`src/rtl/lpfp_pkg.sv`:
```
// lpfp_pkg: shared types and constants of the length-prefixed frame parser.
// No dependencies; imported by all lpfp modules.
`default_nettype none

package lpfp_pkg;

    // Header layout: 4 length bytes, 1 type byte, 4 id bytes
    localparam logic [31:0] FIELD_BYTES  = 32'd4;
    localparam logic [31:0] HDR_BYTES    = 32'd9;
    localparam logic [31:0] POS_TYPE     = 32'd4;
    localparam logic [31:0] POS_HDR_LAST = 32'd8;

    // Types below this limit have their payload delivered
    localparam logic [7:0] DELIVER_TYPE_LIMIT = 8'd2;

    // Result kinds
    localparam logic KIND_HEADER  = 1'b0;
    localparam logic KIND_PAYLOAD = 1'b1;

    typedef struct packed {
        logic        item_kind;
        logic [7:0]  frame_type;
        logic [31:0] frame_id;
        logic [31:0] frame_length;
        logic [7:0]  data_byte;
        logic        last;
        logic        short_length_error;
    } lpfp_result_t;

    // Handshake control between the top level and the output register
    typedef struct packed {
        logic load;
        logic stall;
    } lpfp_ctl_t;

endpackage

`default_nettype wire

```
`src/rtl/lpfp_if.sv`:
```
// lpfp_rx_if / lpfp_res_if: valid/ready channels of the frame parser.
// No dependencies.
`default_nettype none

interface lpfp_rx_if;
    logic       valid;
    logic       ready;
    logic [7:0] rx_byte;

    modport source (output valid, output rx_byte, input ready);
    modport sink   (input valid, input rx_byte, output ready);
endinterface

interface lpfp_res_if;
    logic        valid;
    logic        ready;
    logic        item_kind;
    logic [7:0]  frame_type;
    logic [31:0] frame_id;
    logic [31:0] frame_length;
    logic [7:0]  data_byte;
    logic        last;
    logic        short_length_error;

    modport source (output valid, output item_kind, output frame_type, output frame_id,
                    output frame_length, output data_byte, output last,
                    output short_length_error, input ready);
    modport sink   (input valid, input item_kind, input frame_type, input frame_id,
                    input frame_length, input data_byte, input last,
                    input short_length_error, output ready);
endinterface

`default_nettype wire

```
`src/rtl/length_prefixed_frame_parser_top.sv`:
```
// length_prefixed_frame_parser_top: byte stream in, header/payload results out.
// Depends on lpfp_pkg, lpfp_if, lpfp_parse, lpfp_outreg.
//
//   channel | dir | payload                                       | handshake
//   rx      | in  | rx_byte                                       | valid/ready
//   res     | out | item_kind, frame_type, frame_id, frame_length,| valid/ready
//           |     | data_byte, last, short_length_error           |
//
// One byte per clock cycle sustained while res does not stall; a result passes through the
// input register and then the result register before it is valid on res.
// The parse step between the two registers is a few 32-bit compares and one increment.
// rst_n clears the input and result valid flags and the frame position.
// A stall on res holds the result register; rx keeps accepting while the
// input byte makes no result or the result register is free.
`default_nettype none

module length_prefixed_frame_parser_top
    import lpfp_pkg::*;
(
    input  wire logic  clk,
    input  wire logic  rst_n,
    lpfp_rx_if.sink    rx,
    lpfp_res_if.source res
);

    logic         in_valid_reg;
    logic [7:0]   in_byte_reg;
    logic         produce;
    logic         step;
    lpfp_result_t result;
    lpfp_result_t out_result;
    lpfp_ctl_t    ctl;

    // Advance the held byte unless its result would hit a stalled register
    assign step     = in_valid_reg && !(produce && ctl.stall);
    assign rx.ready = !in_valid_reg || step;

    // Input register
    always_ff @(posedge clk or negedge rst_n)
    begin
        if (!rst_n)
        begin
            in_valid_reg <= 1'b0;
        end
        else if (rx.ready)
        begin
            in_valid_reg <= rx.valid;
        end
    end

    always_ff @(posedge clk)
    begin
        if (rx.ready && rx.valid)
        begin
            in_byte_reg <= rx.rx_byte;
        end
    end

    lpfp_parse u_parse (
        .clk     (clk),
        .rst_n   (rst_n),
        .step    (step),
        .rx_byte (in_byte_reg),
        .produce (produce),
        .result  (result)
    );

    lpfp_outreg u_outreg (
        .clk        (clk),
        .rst_n      (rst_n),
        .load       (step && produce),
        .result     (result),
        .out_ready  (res.ready),
        .out_valid  (res.valid),
        .out_result (out_result),
        .ctl        (ctl)
    );

    assign res.item_kind          = out_result.item_kind;
    assign res.frame_type         = out_result.frame_type;
    assign res.frame_id           = out_result.frame_id;
    assign res.frame_length       = out_result.frame_length;
    assign res.data_byte          = out_result.data_byte;
    assign res.last               = out_result.last;
    assign res.short_length_error = out_result.short_length_error;

    // Input side only backs up when a result is blocked
    a_ready_low_only_blocked: assert property (@(posedge clk) disable iff (!rst_n)
        !rx.ready |-> (in_valid_reg && produce && ctl.stall))
        else $error("input stalled without a blocked result");

    // A held byte that makes a result and meets a stall stays put
    a_hold_byte: assert property (@(posedge clk) disable iff (!rst_n)
        (in_valid_reg && !step) |=> (in_valid_reg && $stable(in_byte_reg)))
        else $error("held input byte lost during stall");

    // The result register loads exactly when a producing byte advances
    a_load_matches: assert property (@(posedge clk) disable iff (!rst_n)
        ctl.load == (step && produce))
        else $error("result load out of step with the parser");

endmodule

`default_nettype wire

```
`src/rtl/lpfp_parse.sv`:
```
// lpfp_parse: frame position counter, header field capture and result build.
// Depends on lpfp_pkg.
`default_nettype none

module lpfp_parse
    import lpfp_pkg::*;
(
    input  wire logic         clk,
    input  wire logic         rst_n,
    input  wire logic         step,
    input  wire logic [7:0]   rx_byte,
    output logic              produce,
    output lpfp_result_t      result
);

    logic [31:0] pos_reg,  pos_next;
    logic [31:0] len_reg,  len_next;
    logic [7:0]  type_reg, type_next;
    logic [31:0] id_reg,   id_next;

    logic        short_len;
    logic        frame_end;
    logic        deliver;

    assign deliver = (type_reg < DELIVER_TYPE_LIMIT);

    // Next state and result for the byte at the current position
    always_comb
    begin
        pos_next   = pos_reg + 32'd1;
        len_next   = len_reg;
        type_next  = type_reg;
        id_next    = id_reg;
        produce    = 1'b0;
        short_len  = 1'b0;
        frame_end  = 1'b0;
        result     = '0;

        if (pos_reg < FIELD_BYTES)
        begin
            // little-endian length, first byte clears the rest
            case (pos_reg[1:0])
                2'd0:    len_next = {24'd0, rx_byte};
                2'd1:    len_next[15:8]  = rx_byte;
                2'd2:    len_next[23:16] = rx_byte;
                default: len_next[31:24] = rx_byte;
            endcase
        end
        else if (pos_reg == POS_TYPE)
        begin
            type_next = rx_byte;
        end
        else if (pos_reg <= POS_HDR_LAST)
        begin
            // id bytes sit at positions 5..8; low two bits give 1,2,3,0
            case (pos_reg[1:0])
                2'd1:    id_next = {24'd0, rx_byte};
                2'd2:    id_next[15:8]  = rx_byte;
                2'd3:    id_next[23:16] = rx_byte;
                default: id_next[31:24] = rx_byte;
            endcase

            if (pos_reg == POS_HDR_LAST)
            begin
                short_len = (len_reg < HDR_BYTES);
                if (short_len)
                begin
                    len_next = HDR_BYTES;
                end
                pos_next  = (len_next == HDR_BYTES) ? 32'd0 : HDR_BYTES;
                produce   = 1'b1;
                result.item_kind          = KIND_HEADER;
                result.frame_type         = type_reg;
                result.frame_id           = id_next;
                result.frame_length       = len_next;
                result.data_byte          = 8'd0;
                result.last               = (len_next == HDR_BYTES) || !deliver;
                result.short_length_error = short_len;
            end
        end
        else
        begin
            // payload byte
            frame_end = (pos_reg == (len_reg - 32'd1));
            pos_next  = frame_end ? 32'd0 : pos_reg + 32'd1;
            produce   = deliver;
            result.item_kind          = KIND_PAYLOAD;
            result.frame_type         = type_reg;
            result.frame_id           = id_reg;
            result.frame_length       = len_reg;
            result.data_byte          = rx_byte;
            result.last               = frame_end;
            result.short_length_error = 1'b0;
        end
    end

    // Parser state
    always_ff @(posedge clk or negedge rst_n)
    begin
        if (!rst_n)
        begin
            pos_reg  <= '0;
            len_reg  <= '0;
            type_reg <= '0;
            id_reg   <= '0;
        end
        else if (step)
        begin
            pos_reg  <= pos_next;
            len_reg  <= len_next;
            type_reg <= type_next;
            id_reg   <= id_next;
        end
    end

    // Inside a payload the position always stays below the frame length
    a_pos_in_frame: assert property (@(posedge clk) disable iff (!rst_n)
        (pos_reg >= HDR_BYTES) |-> (pos_reg < len_reg))
        else $error("payload position beyond frame length");

    // A last payload result returns the parser to the start of a frame
    a_last_wraps: assert property (@(posedge clk) disable iff (!rst_n)
        (step && produce && result.item_kind == KIND_PAYLOAD && result.last)
        |=> (pos_reg == 32'd0))
        else $error("position not cleared after last payload byte");

    // A short length is reported as a minimal, final header
    a_short_hdr: assert property (@(posedge clk) disable iff (!rst_n)
        (produce && result.short_length_error)
        |-> (result.last && result.frame_length == HDR_BYTES
             && result.item_kind == KIND_HEADER))
        else $error("short length header malformed");

endmodule

`default_nettype wire

```
`src/rtl/lpfp_outreg.sv`:
```
// lpfp_outreg: result register that holds a request until the sink takes it.
// Depends on lpfp_pkg.
`default_nettype none

module lpfp_outreg
    import lpfp_pkg::*;
(
    input  wire logic         clk,
    input  wire logic         rst_n,
    input  wire logic         load,
    input  wire lpfp_result_t result,
    input  wire logic         out_ready,
    output logic              out_valid,
    output lpfp_result_t      out_result,
    output lpfp_ctl_t         ctl
);

    logic         valid_reg;
    lpfp_result_t data_reg;

    assign ctl.load   = load;
    assign ctl.stall  = valid_reg && !out_ready;
    assign out_valid  = valid_reg;
    assign out_result = data_reg;

    // Valid flag: set on load, cleared once taken
    always_ff @(posedge clk or negedge rst_n)
    begin
        if (!rst_n)
        begin
            valid_reg <= 1'b0;
        end
        else if (load)
        begin
            valid_reg <= 1'b1;
        end
        else if (out_ready)
        begin
            valid_reg <= 1'b0;
        end
    end

    // Payload
    always_ff @(posedge clk)
    begin
        if (load)
        begin
            data_reg <= result;
        end
    end

    // Never overwrite a request the sink has not taken
    a_no_overwrite: assert property (@(posedge clk) disable iff (!rst_n)
        ctl.load |-> !ctl.stall)
        else $error("result register overwritten while stalled");

    // A stalled request stays valid and unchanged
    a_hold_request: assert property (@(posedge clk) disable iff (!rst_n)
        (valid_reg && !out_ready) |=> (valid_reg && $stable(data_reg)))
        else $error("stalled request changed");

    // A load always presents a request on the next cycle
    a_load_sets_valid: assert property (@(posedge clk) disable iff (!rst_n)
        load |=> valid_reg)
        else $error("loaded request not valid");

endmodule

`default_nettype wire
```
`src/flat_wrapper.sv`:
```
// flat-port wrapper written by rule: the top's interface ports become plain ports
module length_prefixed_frame_parser_top_flat import lpfp_pkg::*;
  (clk, rst_n, rx_valid, rx_rx_byte, rx_ready, res_valid, res_item_kind, res_frame_type, res_frame_id, res_frame_length, res_data_byte, res_last, res_short_length_error, res_ready);
  lpfp_rx_if rx_i ();
  lpfp_res_if res_i ();
  input  wire logic clk;
  input  wire logic rst_n;
  input wire logic [$bits(rx_i.valid)-1:0] rx_valid;
  input wire logic [$bits(rx_i.rx_byte)-1:0] rx_rx_byte;
  output wire logic [$bits(rx_i.ready)-1:0] rx_ready;
  output wire logic [$bits(res_i.valid)-1:0] res_valid;
  output wire logic [$bits(res_i.item_kind)-1:0] res_item_kind;
  output wire logic [$bits(res_i.frame_type)-1:0] res_frame_type;
  output wire logic [$bits(res_i.frame_id)-1:0] res_frame_id;
  output wire logic [$bits(res_i.frame_length)-1:0] res_frame_length;
  output wire logic [$bits(res_i.data_byte)-1:0] res_data_byte;
  output wire logic [$bits(res_i.last)-1:0] res_last;
  output wire logic [$bits(res_i.short_length_error)-1:0] res_short_length_error;
  input wire logic [$bits(res_i.ready)-1:0] res_ready;
  assign rx_i.valid = rx_valid;
  assign rx_i.rx_byte = rx_rx_byte;
  assign rx_ready = rx_i.ready;
  assign res_valid = res_i.valid;
  assign res_item_kind = res_i.item_kind;
  assign res_frame_type = res_i.frame_type;
  assign res_frame_id = res_i.frame_id;
  assign res_frame_length = res_i.frame_length;
  assign res_data_byte = res_i.data_byte;
  assign res_last = res_i.last;
  assign res_short_length_error = res_i.short_length_error;
  assign res_i.ready = res_ready;
  length_prefixed_frame_parser_top u_core (.clk(clk), .rst_n(rst_n), .rx(rx_i), .res(res_i));
endmodule
```
`config.mk`:
```
export PLATFORM = sky130hd
export DESIGN_NAME = length_prefixed_frame_parser_top_flat
export DESIGN_NICKNAME = d
export VERILOG_FILES = /design/src/rtl/lpfp_pkg.sv /design/src/rtl/lpfp_if.sv /design/src/rtl/length_prefixed_frame_parser_top.sv /design/src/rtl/lpfp_parse.sv /design/src/rtl/lpfp_outreg.sv /design/src/flat_wrapper.sv
export SDC_FILE = /design/constraint.sdc
export NUM_CORES = 1
export LEC_CHECK = 0
export BUFFER_PORTS_ARGS = -buffer_cell sky130_fd_sc_hd__buf_2
export CORE_ASPECT_RATIO = 1.4
export CORE_MARGIN = 1.5
export CORE_UTILIZATION = 55
export DETAILED_ROUTE_END_ITERATION = 16
export HOLD_SLACK_MARGIN = 0.06
export PLACE_DENSITY_LB_ADDON = 0.15
export SLEW_MARGIN = 15
export SYNTH_ARGS = -nofsm -noshare
export SYNTH_HDL_FRONTEND = slang
export SYNTH_SLANG_ARGS = --single-unit
```
`constraint.sdc`:
```
create_clock -name clk -period 10.6 [get_ports clk]
set_clock_uncertainty 0.05 [all_clocks]
set_input_delay 1.06 -clock clk [delete_from_list [all_inputs] [get_ports clk]]
set_output_delay 1.06 -clock clk [all_outputs]
set_load 0.01 [all_outputs]
```
### After elaboration in Yosys (flattened, before gate mapping)

Cells that the tools add are included.

* output and inout port bits: 85
* register bits after elaboration: 197
* bits of input ports: 12

* equality and inequality tests: 12
* add/subtract/negate cells: 2
* mux-type cells: 31
* bitwise logic cells: 4
* magnitude comparators: 4
* reductions and logical operators: 25

Operators by type and width (count)
* 2-to-1 mux 32 bit: 14
* one-hot mux 8 bit (2 select lines): 6
* 2-to-1 mux 83 bit: 1
* 2-to-1 mux 82 bit: 1
* equality test 32 x 4 -> 1 bit, second input constant: 2
* adder 32 x 1 -> 32 bit, second input constant: 1
* equality test 32 x 3 -> 1 bit, second input constant: 1
* equality test 32 bit: 1
* less-or-equal comparator 32 x 4 -> 1 bit, second input constant: 1
* less-than comparator 32 x 3 -> 1 bit, second input constant: 1
* less-than comparator 32 x 4 -> 1 bit, second input constant: 1
* subtractor 32 x 1 -> 32 bit, second input constant: 1
* AND reduction 5 bit: 4
* 2-to-1 mux 8 bit: 2
* less-than comparator 8 x 2 -> 1 bit, second input constant: 1
* 2-to-1 mux 1 bit: 6
* != test 3 x 1 -> 1 bit, second input constant: 2
* nonzero test 2 bit: 3
* OR reduction 2 bit: 3
* logical AND 1 bit: 5
* equality test 2 bit, second input constant: 2
* logical NOT 1 bit: 4
* 2-to-1 mux 4 bit: 1
* != test 2 bit, second input constant: 2
* other kinds (8): 12

### Logic depth before layout (Yosys ltp)

Gate-level depths: netlist (run 1).

* depth in word-level cells: 12
* gate-level depth with buffers: 12
* gate-level depth less buffers: 10

### Modules after synthesis

Synthesis (run 1) repeated with hierarchy kept, for this count alone.

* cells, all modules: 848
* area total of the unflattened synthesis: 9665.5 sq um

By module, submodules not included
* lpfp_parse: area an instance 6817.8 sq um, instances 1, cells an instance 746
* lpfp_outreg: area an instance 2544.9 sq um, instances 1, cells an instance 87
* length_prefixed_frame_parser_top: area an instance 302.8 sq um, instances 1, cells an instance 15

### Least setup slack after synthesis (run 1)

No wires, ideal clock.

* path kind: register -> register
* start point: register u_core.u_parse.pos_reg[20]
* end point: register u_core.u_outreg.data_reg (netlist bit u_core.u_outreg.out_result[0]) (enable)
* library setup time: 0.525 ns
* buffers on the path: 1
* data arrival time: 5.294 ns
* clock period less this slack: 5.869 ns
* cell stages (with the launch flop): 7
* data required time: 10.025 ns
* setup slack: 4.731 ns
* cells stage by stage: dfrtp_1 clkbuf_1 nor4_1 nand4_1 nor3_1 o21ai_0 nor2_1

* word-level cells in the longest chain between the ends: 9

RTL lines
* start: declaration: line lpfp_parse.sv:16 `logic [31:0] pos_reg, pos_next;`
* start signal: assignment: line lpfp_parse.sv:109 `pos_reg <= pos_next;`
* branches (longest 4 deep; another with less-or-equal comparator 32 x 4 -> 1 bit)
* 2-to-1 mux 1 bit (*): line lpfp_parse.sv:39 `if (pos_reg < FIELD_BYTES)`
* logical AND 1 bit: line length_prefixed_frame_parser_top.sv:35 `assign step = in_valid_reg && !(produce && ctl.stall);`
* logical NOT 1 bit: line length_prefixed_frame_parser_top.sv:35
* logical AND 1 bit: line length_prefixed_frame_parser_top.sv:35
* logical AND 1 bit (*): line length_prefixed_frame_parser_top.sv:71 `.load (step && produce),`
* via u_core.u_outreg.load: line lpfp_outreg.sv:10 `input wire logic load,`
* end signal: assignment: line lpfp_outreg.sv:48 `data_reg <= result;`
* end: declaration: line lpfp_outreg.sv:19 `lpfp_result_t data_reg;`

Mark *: on every way through the listed nets, which the timed path passes.
A chain may end at the register's enable or synchronous reset.

### Worst setup path in the final report (run 1)

* start point: register u_core.u_parse.pos_reg[31]
* end point: output port rx_ready

* word-level cells in the longest chain between the ends: 9

RTL lines
* branches (longest 4 deep; another with less-or-equal comparator 32 x 4 -> 1 bit)
* 2-to-1 mux 1 bit (*): line lpfp_parse.sv:39
* logical AND 1 bit (*): line length_prefixed_frame_parser_top.sv:35
* logical NOT 1 bit (*): line length_prefixed_frame_parser_top.sv:35
* logical AND 1 bit (*): line length_prefixed_frame_parser_top.sv:35
* logical OR 1 bit (*): line length_prefixed_frame_parser_top.sv:36 `assign rx.ready = !in_valid_reg || step;`
* end: declaration: line flat_wrapper.sv:10 `output wire logic [$bits(rx_i.ready)-1:0] rx_ready;`

Mark *: on every way between the ends.

==> impl.org, run 1 <==
** Global routing
- GRT Residual Overflow :: 0
- Vias in the first global route :: 6,709
- First-pass GRT wire length :: 37.0 mm
- For this run, the total global-route usage over all layers was measured as 0.275.
- Number of antenna violations at the first check in global routing :: 1
- Largest net degree at the start of global routing :: 71

** Cells and area
- The repair_antennas step left the layout with diodes totalling 0.
- Leaving out fill and tap cells, the most frequent cell in the layout is sky130_fd_sc_hd__dfrtp_1.
- For this run, the post-layout net count is 902.
- Fraction of layout instances using a drive strength above 1 :: 0.187
- Max reg flops :: 83
- Leaving out fill and tap cells, the most frequent cells in the layout are 106 x sky130_fd_sc_hd__dfrtp_1, 95 x sky130_fd_sc_hd__buf_2, 91 x sky130_fd_sc_hd__edfxtp_1.
- Filler cells :: ~1,300
- Compared with the post-synthesis result, the final layout area differs by 12.6%.

** Timing
- Setup repair after global routing missed its margin :: false
- Setup TNS after final layout :: 0 ns
- The hold violation count in the final report was 0.
- The final number of max-transition violations is 0.
- Setup violations remaining at the end of the flow were counted as 0.
- Final critical-path required period :: 4.55 ns
- Fmax :: roughly 0.22 GHz
- Final-layout worst hold slack :: 0.447 ns
- Measured against its own limit, the worst slew margin works out to 0.323.
- Dividing the final minimum period by the clock period gives 0.429.
- Transition time at the pin with the least slew margin :: 1.01 ns
- Across all setup checks in the final design, the least slack found is 6.05 ns.

** Floorplan
- Die H :: 157 um
- The floorplan has 56 rows.
- Total die area :: ~0.018 sq mm
- Die boundary width :: 113 um
- Starting density of the core :: 0.561
- IO Pins :: 97
- Area inside the core boundary :: 0.0167 sq mm

** Power
- Summed over all cells, the static leakage comes to ~4.6 nW.
- Maximum VDD drop :: roughly 0.21 mV
- For this design the ratio of total power to cell area is roughly 310 mW/mm^2.

** Yosys
- In this run the cell area of the synthesized design comes to 0.00936 sq mm.
- In this run, distinct cell masters in the synthesized netlist total 64.
- Of the post-synthesis cell area, the dominant cell type holds 0.292.
- In this run, synthesis inferred slightly above 90 flip-flops with an integrated enable.
- The biggest area contributor in the post-synthesis netlist is sky130_fd_sc_hd__edfxtp_1.
- Top cells by area in the synthesized netlist :: sky130_fd_sc_hd__edfxtp_1 29%, sky130_fd_sc_hd__dfrtp_1 28%, sky130_fd_sc_hd__a22o_1 3.9%, sky130_fd_sc_hd__xor2_1 3.7%, sky130_fd_sc_hd__and2_1 3.5%
- After synthesis the netlist holds a flip-flop and latch count of ~200.
- In the synthesized netlist the dominant register cell turns out to be sky130_fd_sc_hd__dfrtp_1.
- The share of the Yosys chip area taken by registers is 0.575.
- A synthesized cell averages 11.5 sq um.
- Counting flops with an async set or reset pin after synthesis yields a share of 0.538.
- Gate Count Post-Synth :: a little over 800
- Number of warnings reported in the yosys synthesis log :: 0
- Number of nets in the synthesized netlist :: 834

** Drt
- For this run, design rule violations remaining after detail routing come to 0.
- After detailed routing, the number of vias per cell comes to 6.23.
- Number of vias in the routed layout :: ~6,900
- In the final routed layout, each cell accounts on average for 21.7 um.
- Number of search-and-repair iterations in the first detailed-routing pass :: 5
- Sum of routed wire length over all layers :: 23.8 mm
- For this block, the initial DRC count from the detailed router was 550.
- Remaining antenna violation count after routing :: 0

** Clock tree
- CTS hold repair buffers :: 0
- TritonCTS built the clock tree.
- Total clock sinks :: 197
- The number of setup buffers added after CTS is 0.
- Master cell of the clock root buffer :: sky130_fd_sc_hd__clkbuf_16
- The clock reaches the later pin of the worst-skew pair after around 0.43 ns.
- Cts repair resizes :: 0
- Number of H-tree levels :: 4
- Clock buffer count from CTS :: 17
- Buffers from clock root to sink, at most :: 2
- Clock input transition at the sequential cells of the worst setup and hold paths :: around 0.070 ns

** Worst setup path
- RR Endpoint :: u_core.u_parse.pos_reg[24]$_DFFE_PN0P_
- Logic depth of the worst register-to-register path :: 11
- In this run the worst path has a maximum fanout of 9.
- Reg2reg setup slack :: 6.53 ns
- Startpoint Class :: register
- The worst setup path is captured at an output pin.
- At the worst endpoint, the arrival time is 3.44 ns.
- The worst setup path is of the register to output pin kind.
- At the worst endpoint, the required time is 9.49 ns.
- Reg2Reg Launch Point :: u_core.u_parse.len_reg[0]$_DFFE_PN0P_

** Hold path
- Counting instances, the worst hold path has a depth of 2.
- The tightest min-delay check is of the register to register type.
- Endpoint of the worst hold path :: u_core.u_parse.id_reg[15]$_DFFE_PN0P_
- Source of the worst hold timing path :: u_core.u_parse.id_reg[15]$_DFFE_PN0P_

** Placement
- Port buffering added between 90 and 100 buffers.
- After legalization and detailed placement, the total HPWL measured 16.7 mm.
- Placer's final routability congestion estimate :: 0.947
- Placement Setup Slack :: 6.55 ns

** Outcome
- The flow ran to the end, and the final reports show no timing, DRC or antenna violations.

** Flow run
- Number of max-capacitance violations reported :: 0
worst max-delay path, cell delays in order (launching register included):
cell and delay (ns):
sky130_fd_sc_hd__dfrtp_1 0.42, sky130_fd_sc_hd__nor4_1 0.53, sky130_fd_sc_hd__nand4_1 0.39, sky130_fd_sc_hd__or3_1 0.63
sky130_fd_sc_hd__a211oi_1 0.62, sky130_fd_sc_hd__nand2_1 0.21, sky130_fd_sc_hd__buf_2 0.19
final cells by class:
type                    count  area [sq um]  area share
clock inverters            15           169      0.0160
multi-input cells         555          3720       0.353
repair buffers            104           543      0.0515
clock buffers              17           425      0.0404
inverters                  10          37.5     0.00356
flip-flops and latches    197          5390       0.511
well taps                 203           254      0.0241
synthesized netlist by cell type, types with 10 or more instances:
cell type                  count
sky130_fd_sc_hd__nand2b_1     12
sky130_fd_sc_hd__nor3_1       19
sky130_fd_sc_hd__and2_1       52
sky130_fd_sc_hd__nand3_1      21
sky130_fd_sc_hd__clkbuf_1     49
sky130_fd_sc_hd__a22o_1       42
sky130_fd_sc_hd__xor2_1       40
sky130_fd_sc_hd__mux2_2       18
sky130_fd_sc_hd__nand4_1      16
sky130_fd_sc_hd__a21oi_1      13
sky130_fd_sc_hd__nor4_1       15
sky130_fd_sc_hd__o21ai_0      29
sky130_fd_sc_hd__dfrtp_1     106
sky130_fd_sc_hd__and3_1       10
sky130_fd_sc_hd__edfxtp_1     91
sky130_fd_sc_hd__inv_1        10
sky130_fd_sc_hd__a32o_1       25
sky130_fd_sc_hd__nor2_1       66
sky130_fd_sc_hd__nand2_1      61
sky130_fd_sc_hd__xnor2_1      27
per-stage QoR:
stage / instance area (sq um) / utilization / instances / total power, W
2_1_floorplan: 9360 / - / 817 / 0.00222
3_3_place_gp: 9940 / 0.596 / 1069 / 0.00263
3_5_place_dp: 9940 / 0.596 / 1069 / 0.00266
4_1_cts: 10500 / 0.632 / 1101 / 0.00330
5_1_grt: 10500 / 0.632 / 1101 / 0.00347
6_report: 10500 / 0.632 / 1101 / 0.00329
per-layer routing:
metal,track usage,vias to the layer above,share of wire
met5,0,-,0.00071
met4,0.120,2,0.034
met3,0.0404,59,0.045
met2,0.493,258,0.53
met1,0.329,3407,0.39
li1,-,3137,-
worst max-delay path by stage:
stage,end,from,cells past startpoint
after floorplan,u_core.u_outreg.out_result[0]$_SDFFCE_PP0P_,u_core.u_parse.pos_reg[20]$_DFFE_PN0P_,6
after global placement,u_core.u_parse.pos_reg[8]$_DFFE_PN0P_,u_core.u_parse.len_reg[0]$_DFFE_PN0P_,11
after detailed placement,u_core.u_parse.pos_reg[9]$_DFFE_PN0P_,u_core.u_parse.len_reg[0]$_DFFE_PN0P_,11
after CTS,rx_ready,u_core.u_parse.pos_reg[31]$_DFFE_PN0P_,6
after global routing,rx_ready,u_core.u_parse.pos_reg[30]$_DFFE_PN0P_,6
final,rx_ready,u_core.u_parse.pos_reg[31]$_DFFE_PN0P_,6
cell families (layout without fill, tap and decap cells):
kind of cell | Yosys count | count (layout) | synth area share
flops | 197 | 197 | 0.575
compound gates | 155 | 155 | 0.127
simple gates | 310 | 310 | 0.178
mux | 18 | 18 | 0.0217
buf+inv | 65 | 146 | 0.0285
fa+ha+maj | 5 | 5 | 0.00668
xor+xnor | 67 | 67 | 0.0627
power by group:
part	internal, W	switching (W)	leakage, nW
Sequential	0.00119	0.000215	2.33
Clock	0.000335	0.000310	0.280
Combinational	0.000451	0.000791	1.95
Power figures use the tool's default switching activity.
==> run 2, diff against run 1 <==
--- a/config.mk
+++ b/config.mk
@@ -8,7 +8,7 @@
 export BUFFER_PORTS_ARGS = -buffer_cell sky130_fd_sc_hd__buf_2
 export CORE_ASPECT_RATIO = 1.4
 export CORE_MARGIN = 1.5
-export CORE_UTILIZATION = 55
+export CORE_UTILIZATION = 53
 export DETAILED_ROUTE_END_ITERATION = 16
 export HOLD_SLACK_MARGIN = 0.06
 export PLACE_DENSITY_LB_ADDON = 0.15
==> constraint.sdc (replaced) <==
create_clock -name clk -period 3.7 [get_ports clk]
set_clock_uncertainty 0.05 [all_clocks]
set_input_delay 0.37 -clock clk [delete_from_list [all_inputs] [get_ports clk]]
set_output_delay 0.37 -clock clk [all_outputs]
set_load 0.01 [all_outputs]
==> run 2 against run 1 <==
  * Register-to-register slack worse by 6.2 ns
  * Via count is 3.3% higher
  * Final cell count is 6.3% higher
  * Largest cell class unchanged
  * Worst hold slack worse by 0.37 ns
  * Largest power group unchanged
  * Utilization is 0.47 points lower
  * Total power grew to 2.9 times the previous value
  * First-iteration DRC count is 19% lower
==> impl.org, run 2 (synthesized netlist as in run 1, its figures left out) <==
** Drt
- The number of DRC violations after detailed routing came to 0 (unchanged).
- The total routed wirelength came to 25.1 mm (was 23.8 mm).
- Number of vias in the routed layout :: 7,092 (was 6,863)
- Number of search-and-repair iterations in the first detailed-routing pass :: 5 (unchanged)
- The detail-routed net length per standard cell came to 21.5 um (was 21.7 um).
- The number of antenna-violating nets in the routed design came to 0 (unchanged).
- Mean number of vias per cell :: 6.06 (was 6.23)
- The first-iteration detailed-routing DRC count is 447 (was 550).

** Cells and area
- Non-filler cells, final :: 1,170 (was 1,101)
- Antenna diode count :: 0 (unchanged)
- Most used cells in the layout excluding fill and tap cells: 106 x sky130_fd_sc_hd__dfrtp_1, 95 x sky130_fd_sc_hd__buf_2, 91 x sky130_fd_sc_hd__edfxtp_1 (unchanged).
- Net count, final :: 938 (was 902)
- Fraction of layout instances using a drive strength above 1 :: 0.209 (was 0.187)
- Filler cells :: 1,449 (was 1,329)
- The flip-flop count of the largest register, all copies and words added was 83 (unchanged).
- Layout-stage area growth over the synthesis result :: 16.1% (was 12.6%)
- The most frequent standard cell in the layout excluding fill and tap cells is sky130_fd_sc_hd__dfrtp_1 (unchanged).

** Timing
- The remaining max-slew budget at the tightest pin is 0.260 (was 0.323).
- Derived from the worst setup path, the maximum achievable clock frequency is 0.297 GHz.
- The worst path in the final design needs a cycle of 3.36 ns, including I/O delays and setup.
- The hold violation count in the final report came to 0 (unchanged).
- Transition time at the pin with the least slew margin :: 1.10 ns (was 1.01 ns)
- The final number of max-transition violations is 0 (unchanged).
- The final setup TNS came to 0 ns (unchanged).
- Period utilisation layout :: 0.909
- Number of setup violations in the final report :: 0 (unchanged)
- Setup repair after global routing missed its margin :: false (unchanged)

** Clock tree
- The source-to-sink clock delay at the later pin of the worst-skew pair was 0.44 ns (was 0.43 ns).
- The CTS sink count is 197 (unchanged).
- Clock input transition at the sequential cells of the worst setup and hold paths :: 0.07 ns (about the same)
- The buffer cell driving the clock tree root is sky130_fd_sc_hd__clkbuf_16 (unchanged).
- Setup repair bufs after CTS :: 0 (unchanged)
- Clock buffer count from CTS :: 17 (unchanged)
- The total number of H-tree levels is 4 (unchanged).
- TritonCTS clock tree :: done (unchanged)
- The maximum buffer depth of the clock tree is 2 (unchanged).

** Worst setup path
- Dominant delay contributor by cell family on the critical path :: compound AO/OA/AOI/OAI gates (was simple AND/OR/NAND/NOR gates)
- Required time of the critical path :: 3.97 ns (was 9.49 ns)
- Reg2reg setup slack :: 0.34 ns (was 6.53 ns)
- Logic depth of the worst register-to-register path :: 12 (was 11)
- Critical path buffer and inverter count :: 3 (was 1)
- Slowest cell delay on critical path :: 0.60 ns (was 0.63 ns)
- The reg-to-reg endpoint is u_core.u_parse.pos_reg[1]$_DFFE_PN0P_ (was u_core.u_parse.pos_reg[24]$_DFFE_PN0P_).
- Worst Setup End Kind :: register (was output pin)
- The critical path arrival is 3.64 ns (was 3.44 ns).
- The worst-path cell with the longest stage delay was sky130_fd_sc_hd__a2111oi_1 (was sky130_fd_sc_hd__or3_1).
- Worst path cell trace :: inv_1, ha_1, nor3b_2, buf_4, a31oi_1, nand2b_1, a2111oi_1, o2111ai_1, nand4b_2, a21oi_2, buf_12, nor2_1 (was nor4_1, nand4_1, or3_1, a211oi_1, nand2_1, buf_2)
- The path type of the worst setup path is register to register (was register to output pin).
- The type of origin of the critical path was a register (unchanged).
- Largest fanout on the critical path :: 30 (was 9)
- Reg2Reg Launch Point :: u_core.u_parse.len_reg[0]$_DFFE_PN0P_ (unchanged)

** Placement
- Placer's final routability congestion estimate :: 0.958 (was 0.947)
- The count of port buffers added during placement came to 96 (unchanged).
- The count of placed standard cells including taps is 1,129 (was 1,069).
- Hpwl dp :: 17.7 mm (was 16.7 mm)

** Hold path
- Endpoint of the worst hold path :: u_core.in_valid_reg$_DFFE_PN0N_ (was u_core.u_parse.id_reg[15]$_DFFE_PN0P_)
- The worst hold path stage count was 2 (unchanged).
- Classification of the worst-slack hold path :: primary input to register (was register to register)
- Source of the worst hold timing path :: rx_valid (was u_core.u_parse.id_reg[15]$_DFFE_PN0P_)

** Power
- The standby leakage power is 4.72 nW (was 4.55 nW).
- The maximum vdd drop was 0.518 mV (was 0.214 mV).
- The total power per unit cell area was 890 mW/mm^2 (was 312 mW/mm^2).

** Global routing
- Vias in the first global route :: 7,189 (was 6,709)
- First-pass GRT wire length :: 40.0 mm (was 37.0 mm)
- GRT Residual Overflow :: 0 (unchanged)
- The initial antenna violation count was 0 (was 1).
- The maximum number of pins on one net before global-route repair was 63 (was 71).
- GRT Total Usage :: 0.289 (was 0.275)

** Flow run
- Number of max-capacitance violations reported :: 0 (unchanged)

** Floorplan
- Area inside the core boundary :: 0.0173 sq mm (was 0.0167 sq mm)
- The number of standard-cell rows in the floorplan is 57 (was 56).
- The area enclosed by the die boundary came to 0.0185 sq mm (was 0.0178 sq mm).
- The die span in x is 115 um (was 113 um).
- The starting density of the core is 0.540 (was 0.561).
- The vertical extent of the die was 160 um (was 157 um).
- The number of top-level pins is 97 (unchanged).

** Outcome
- Outcome :: finished clean (unchanged)
run 2: area by class of cell:
| class | instances | area (sq um) | area share |
|---|---|---|---|
| Clock buffer | 18 | 429 | 0.0395 |
| Clock inverter | 14 | 141 | 0.0130 |
| Inverter | 10 | 37.5 | 0.00345 |
| Multi-Input combinational cell | 555 | 3720 | 0.342 |
| Sequential cell | 197 | 5390 | 0.495 |
| Tap cell | 236 | 295 | 0.0272 |
| Timing Repair Buffer | 140 | 861 | 0.0792 |
run 2: repair_timing:
action / 4_1_cts / 5_1_grt
hold buffers: 9 / 0
setup endpoints to repair: 0 / 5
endpoints found under the hold margin: 40 / 0
resized for setup: 0 / 1
run 2: worst max path at each step:
| stage | depth (start not counted) | endpoint | slack, ns | from |
|---|---|---|---|---|
| after floorplan | 6 | u_core.u_outreg.out_result[0]$_SDFFCE_PP0P_ | 0.05 | u_core.u_parse.pos_reg[20]$_DFFE_PN0P_ |
| after global placement | 12 | u_core.u_parse.pos_reg[6]$_DFFE_PN0P_ | 0.27 | u_core.u_parse.len_reg[0]$_DFFE_PN0P_ |
| after detailed placement | 12 | u_core.u_parse.pos_reg[26]$_DFFE_PN0P_ | 0.30 | u_core.u_parse.len_reg[0]$_DFFE_PN0P_ |
| after CTS | 12 | u_core.u_parse.pos_reg[26]$_DFFE_PN0P_ | 0.26 | u_core.u_parse.len_reg[1]$_DFFE_PN0P_ |
| after global routing | 9 | u_core.u_parse.pos_reg[6]$_DFFE_PN0P_ | 0.1 | u_core.u_parse.len_reg[7]$_DFFE_PN0P_ |
| final | 12 | u_core.u_parse.pos_reg[1]$_DFFE_PN0P_ | 0.34 | u_core.u_parse.len_reg[0]$_DFFE_PN0P_ |
run 2: power breakdown:
group / leakage (nW) / total, W / internal, W / switching (W)
clock network: 0.274 / 0.00179 / 0.000896 / 0.000890
logic: 2.12 / 0.00392 / 0.00153 / 0.00239
registers: 2.33 / 0.00396 / 0.00339 / 0.000576
total: 4.72 / 0.00967 / 0.00582 / 0.00385
run 2: per-layer routing:
layer	routed length, um	vias to the layer above	track usage
met3	977	50	0.0512
met4	882	0	0.122
met2	13000	218	0.492
li1	-	3211	-
met5	0	-	0
met1	10300	3613	0.357
run 2: per-stage QoR:
step	hold WS, ns	total power (W)	setup WS (ns)	util	area [sq um]
2_1_floorplan	0.0244	0.00630	0.0547	-	9370
3_3_place_gp	0.298	0.00781	0.275	0.589	10200
3_5_place_dp	0.304	0.00790	0.302	0.589	10200
4_1_cts	0.0656	0.00969	0.264	0.627	10900
5_1_grt	0.0844	0.0103	0.0960	0.627	10900
6_report	0.0815	0.00967	0.335	0.627	10900
==> run 3, diff against run 2 <==
--- a/config.mk
+++ b/config.mk
@@ -8,11 +8,12 @@
 export BUFFER_PORTS_ARGS = -buffer_cell sky130_fd_sc_hd__buf_2
 export CORE_ASPECT_RATIO = 1.4
 export CORE_MARGIN = 1.5
-export CORE_UTILIZATION = 53
+export CORE_UTILIZATION = 54
 export DETAILED_ROUTE_END_ITERATION = 16
 export HOLD_SLACK_MARGIN = 0.06
 export PLACE_DENSITY_LB_ADDON = 0.15
 export SLEW_MARGIN = 15
 export SYNTH_ARGS = -nofsm -noshare
 export SYNTH_HDL_FRONTEND = slang
+export SYNTH_HIERARCHICAL = 1
 export SYNTH_SLANG_ARGS = --single-unit
==> run 3 against run 2 <==
  * Worst hold slack better by 0.0021 ns
  * Critical endpoint is now u_core/u_parse/pos_reg[2]$_DFFE_PN0P_
  * Sequential share of layout area is 2.2 points lower
  * Critical path depth is 3 lower
  * Combinational power is 84% lower
  * Non-clock buffer count is 19 higher
  * First-iteration DRC count is 15% higher
  * Sequential cell count stayed put
  * Highest routed layer unchanged
  * Worst setup slack worse by 0.17 ns
==> impl.org, run 3 <==
** Drt
- The detail-routed net length per standard cell was 21.8 um (was 21.5 um).
- The via count was 7,417 (was 7,092).
- Iteration-0 DRC Markers :: 514 (was 447)
- Number of search-and-repair iterations in the first detailed-routing pass :: 6 (was 5)
- The via density per instance came to 6.09 (was 6.06).
- Remaining antenna violation count after routing :: 0 (unchanged)
- Sum of routed wire length over all layers :: 26.5 mm (was 25.1 mm)
- Detailed-route DRC error count :: 0 (unchanged)

** Worst setup path
- Required time of the critical path :: 3.96 ns (was 3.97 ns)
- Kind of critical path :: register to register (unchanged)
- Slowest-stage cell, CP :: sky130_fd_sc_hd__or4b_2 (was sky130_fd_sc_hd__a2111oi_1)
- Critical path buffer and inverter count :: 1 (was 3)
- Worst Path Arrival :: 3.80 ns (was 3.64 ns)
- The highest fanout seen on the critical path came to 6 (was 30).
- Dominant delay contributor by cell family on the critical path :: simple AND/OR/NAND/NOR gates (was compound AO/OA/AOI/OAI gates)
- The capturing element type of the critical path was a register (unchanged).
- Slowest cell delay on critical path :: 0.64 ns (was 0.60 ns)
- Worst path cell trace: inv_1, ha_1, or3b_2, nor4_2, a22o_1, o211ai_1, or4b_2, nor4bb_1, nor2_1 (was inv_1, ha_1, nor3b_2, buf_4, a31oi_1, nand2b_1, a2111oi_1, o2111ai_1, nand4b_2, a21oi_2, buf_12, nor2_1).
- The type of origin of the critical path is a register (unchanged).

** Floorplan
- The number of standard-cell rows in the floorplan is 57 (unchanged).
- The placeable core region came to 0.0174 sq mm (was 0.0173 sq mm).
- The vertical extent of the die was 161 um (was 160 um).
- Starting density of the core :: 0.555 (was 0.540)
- The number of top-level pins was 97 (unchanged).
- Total die area :: 0.0187 sq mm (was 0.0185 sq mm)
- The die span in x was 116 um (was 115 um).

** Power
- The net switching component of the power came to 0.00140 W (was 0.00385 W).
- Maximum VDD drop :: 0.265 mV (was 0.518 mV)
- The total power per unit cell area is 433 mW/mm^2 (was 890 mW/mm^2).
- Switching power share of the total :: 0.285 (was 0.398)
- The combinational fraction of design power was 0.127 (was 0.405).
- Static leakage :: 4.98 nW (was 4.72 nW)
- The sequential share of power came to 0.504 (was 0.410).
- The clock network power share came to 0.369 (was 0.185).
- The cell-internal power came to 0.00352 W (was 0.00582 W).

** Timing
- Final critical-path required period :: 3.54 ns (was 3.36 ns)
- Number of setup violations in the final report :: 0 (unchanged)
- Final Hold Viols :: 0 (unchanged)
- The transition time at the pin with the least slew margin is 1.00 ns (was 1.10 ns).
- Fmax :: 0.283 GHz (was 0.297 GHz)
- The share of the clock period used by the worst path after layout came to 0.956 (was 0.909).
- The worst hold margin came to 0.0836 ns (was 0.0815 ns).
- The final number of max-transition violations was 0 (unchanged).
- The remaining max-slew budget at the tightest pin is 0.323 (was 0.260).

** Yosys
- The mean instance size in the synthesized netlist was 11.4 sq um (was 11.5 sq um).
- Number of warnings reported in the yosys synthesis log :: 6 (was 0)
- The post-synthesis instance area is 0.00966 sq mm (was 0.00936 sq mm).
- The post-synthesis cell count was 847 (was 817).
- Number of nets in the synthesized netlist :: 864 (was 834)

** Cells and area
- Layout-stage area growth over the synthesis result :: 17.7% (was 16.1%)
- The final cell count without fillers came to 1,218 (was 1,170).
- Antenna diode count :: 0 (unchanged)
- Most used cells in the layout excluding fill and tap cells :: 106 x sky130_fd_sc_hd__dfrtp_1, 95 x sky130_fd_sc_hd__buf_2, 91 x sky130_fd_sc_hd__edfxtp_1 (unchanged)
- The fill cell instance count of the final layout came to 1,419 (was 1,449).
- Max reg flops :: 83 (unchanged)
- Net count, final :: 986 (was 938)
- Fraction of layout instances using a drive strength above 1 :: 0.243 (was 0.209)
- Most common library cell in the layout ignoring fill and taps :: sky130_fd_sc_hd__dfrtp_1 (unchanged)
- Register Area :: 0.00539 sq mm (unchanged)
- The area used by multi-input combinational logic was 0.00405 sq mm (was 0.00372 sq mm).

** Clock tree
- The CTS sink count is 197 (unchanged).
- Number of H-tree levels :: 4 (unchanged)
- The buffer cell driving the clock tree root was sky130_fd_sc_hd__clkbuf_16 (unchanged).
- The maximum buffer depth of the clock tree was 2 (unchanged).
- TritonCTS clock tree :: done (unchanged)
- Clock buffer count from CTS :: 17 (unchanged)
- The clock transition time at the flip-flop clock pins of the worst setup and hold paths was 0.08 ns (was 0.07 ns).
- The source-to-sink clock delay at the later pin of the worst-skew pair was 0.44 ns (about the same).

** Global routing
- Largest net degree at the start of global routing :: 91 (was 63)
- The aggregate global-route resource usage was 0.293 (was 0.289).
- The initial antenna violation count was 0 (unchanged).
- First-pass GRT wire length :: 41.2 mm (was 40.0 mm)
- Vias in the first global route :: 7,359 (was 7,189)
- GRT Residual Overflow :: 0 (unchanged)

** Outcome
- Outcome: finished clean (unchanged).

** Placement
- The half-perimeter wire length of the detailed placement result is 19.1 mm (was 17.7 mm).
- The count of port buffers added during placement was 96 (unchanged).
- The placer congestion estimate is 0.955 (was 0.958).
- The count of placed standard cells including taps came to 1,176 (was 1,129).

** Flow run
- Number of max-capacitance violations reported :: 0 (unchanged)

** Hold path
- The worst hold-check path type is primary input to register (unchanged).
==> run 3: per-stage QoR <==
step                      cell area [sq um]   util  TNS (ns)  setup WS, ns  power (W)
final                                 11400  0.653         0         0.163    0.00493
after global routing                  11400  0.653    -0.216       -0.0280    0.00511
after CTS                             11300  0.650         0         0.106    0.00495
after detailed placement              10700  0.613         0         0.136    0.00314
after global placement                10700  0.613         0         0.134    0.00313
after floorplan                        9680      -         0        0.0580    0.00286
==> run 3: area by class of cell <==
class                           count  share of cell area
Tap cell                          236              0.0260
Clock buffer                       18              0.0378
Sequential cell                   197               0.474
Multi-Input combinational cell    582               0.356
Clock inverter                     14              0.0132
Inverter                           12             0.00396
Timing Repair Buffer              159              0.0895
==> run 3: path summary, 6_finish.rpt <==
check	start	endpoint	slack, ns	cells after the start
max in group asynchronous	rst_n	u_core/u_parse/len_reg[22]$_DFFE_PN0P_	2.27	3
setup / recovery	u_core/u_parse/len_reg[1]$_DFFE_PN0P_	u_core/u_parse/pos_reg[2]$_DFFE_PN0P_	0.16	9
hold reg to reg	u_core/u_parse/id_reg[11]$_DFFE_PN0P_	u_core/u_parse/id_reg[11]$_DFFE_PN0P_	0.44	2
min in group asynchronous	rst_n	u_core/u_parse/pos_reg[7]$_DFFE_PN0P_	0.54	2
setup reg to reg	u_core/u_parse/len_reg[1]$_DFFE_PN0P_	u_core/u_parse/pos_reg[2]$_DFFE_PN0P_	0.16	9
hold / removal	rx_rx_byte[5]	u_core/in_byte_reg[5]$_DFFE_PP_	0.08	1
==> run 3: repair_timing <==
item / 4_1_cts / 5_1_grt
hold endpoints to repair: 7 / 87
resized for setup: 0 / 4
endpoints found under the setup margin: 0 / 32
buffers inserted: 0 / 2
hold buffers: 7 / 1
==> run 3: per-layer routing <==
metal,wire length [um],track usage,part of all wire
met5,0,0,0
met4,873,0.120,0.033
met2,14100,0.514,0.53
met3,1320,0.0462,0.050
met1,10300,0.357,0.39
==> run 3: power by group through the flow <==
| stage | combinational [W] | sequential (W) | clock [W] |
|---|---|---|---|
| CTS | 0.000619 | 0.00249 | 0.00185 |
| finish | 0.000625 | 0.00249 | 0.00182 |
| global placement | 0.000603 | 0.00253 | 0 |
| floorplan | 0.000327 | 0.00253 | 0 |
| detailed placement | 0.000610 | 0.00253 | 0 |
| global route | 0.000675 | 0.00250 | 0.00193 |
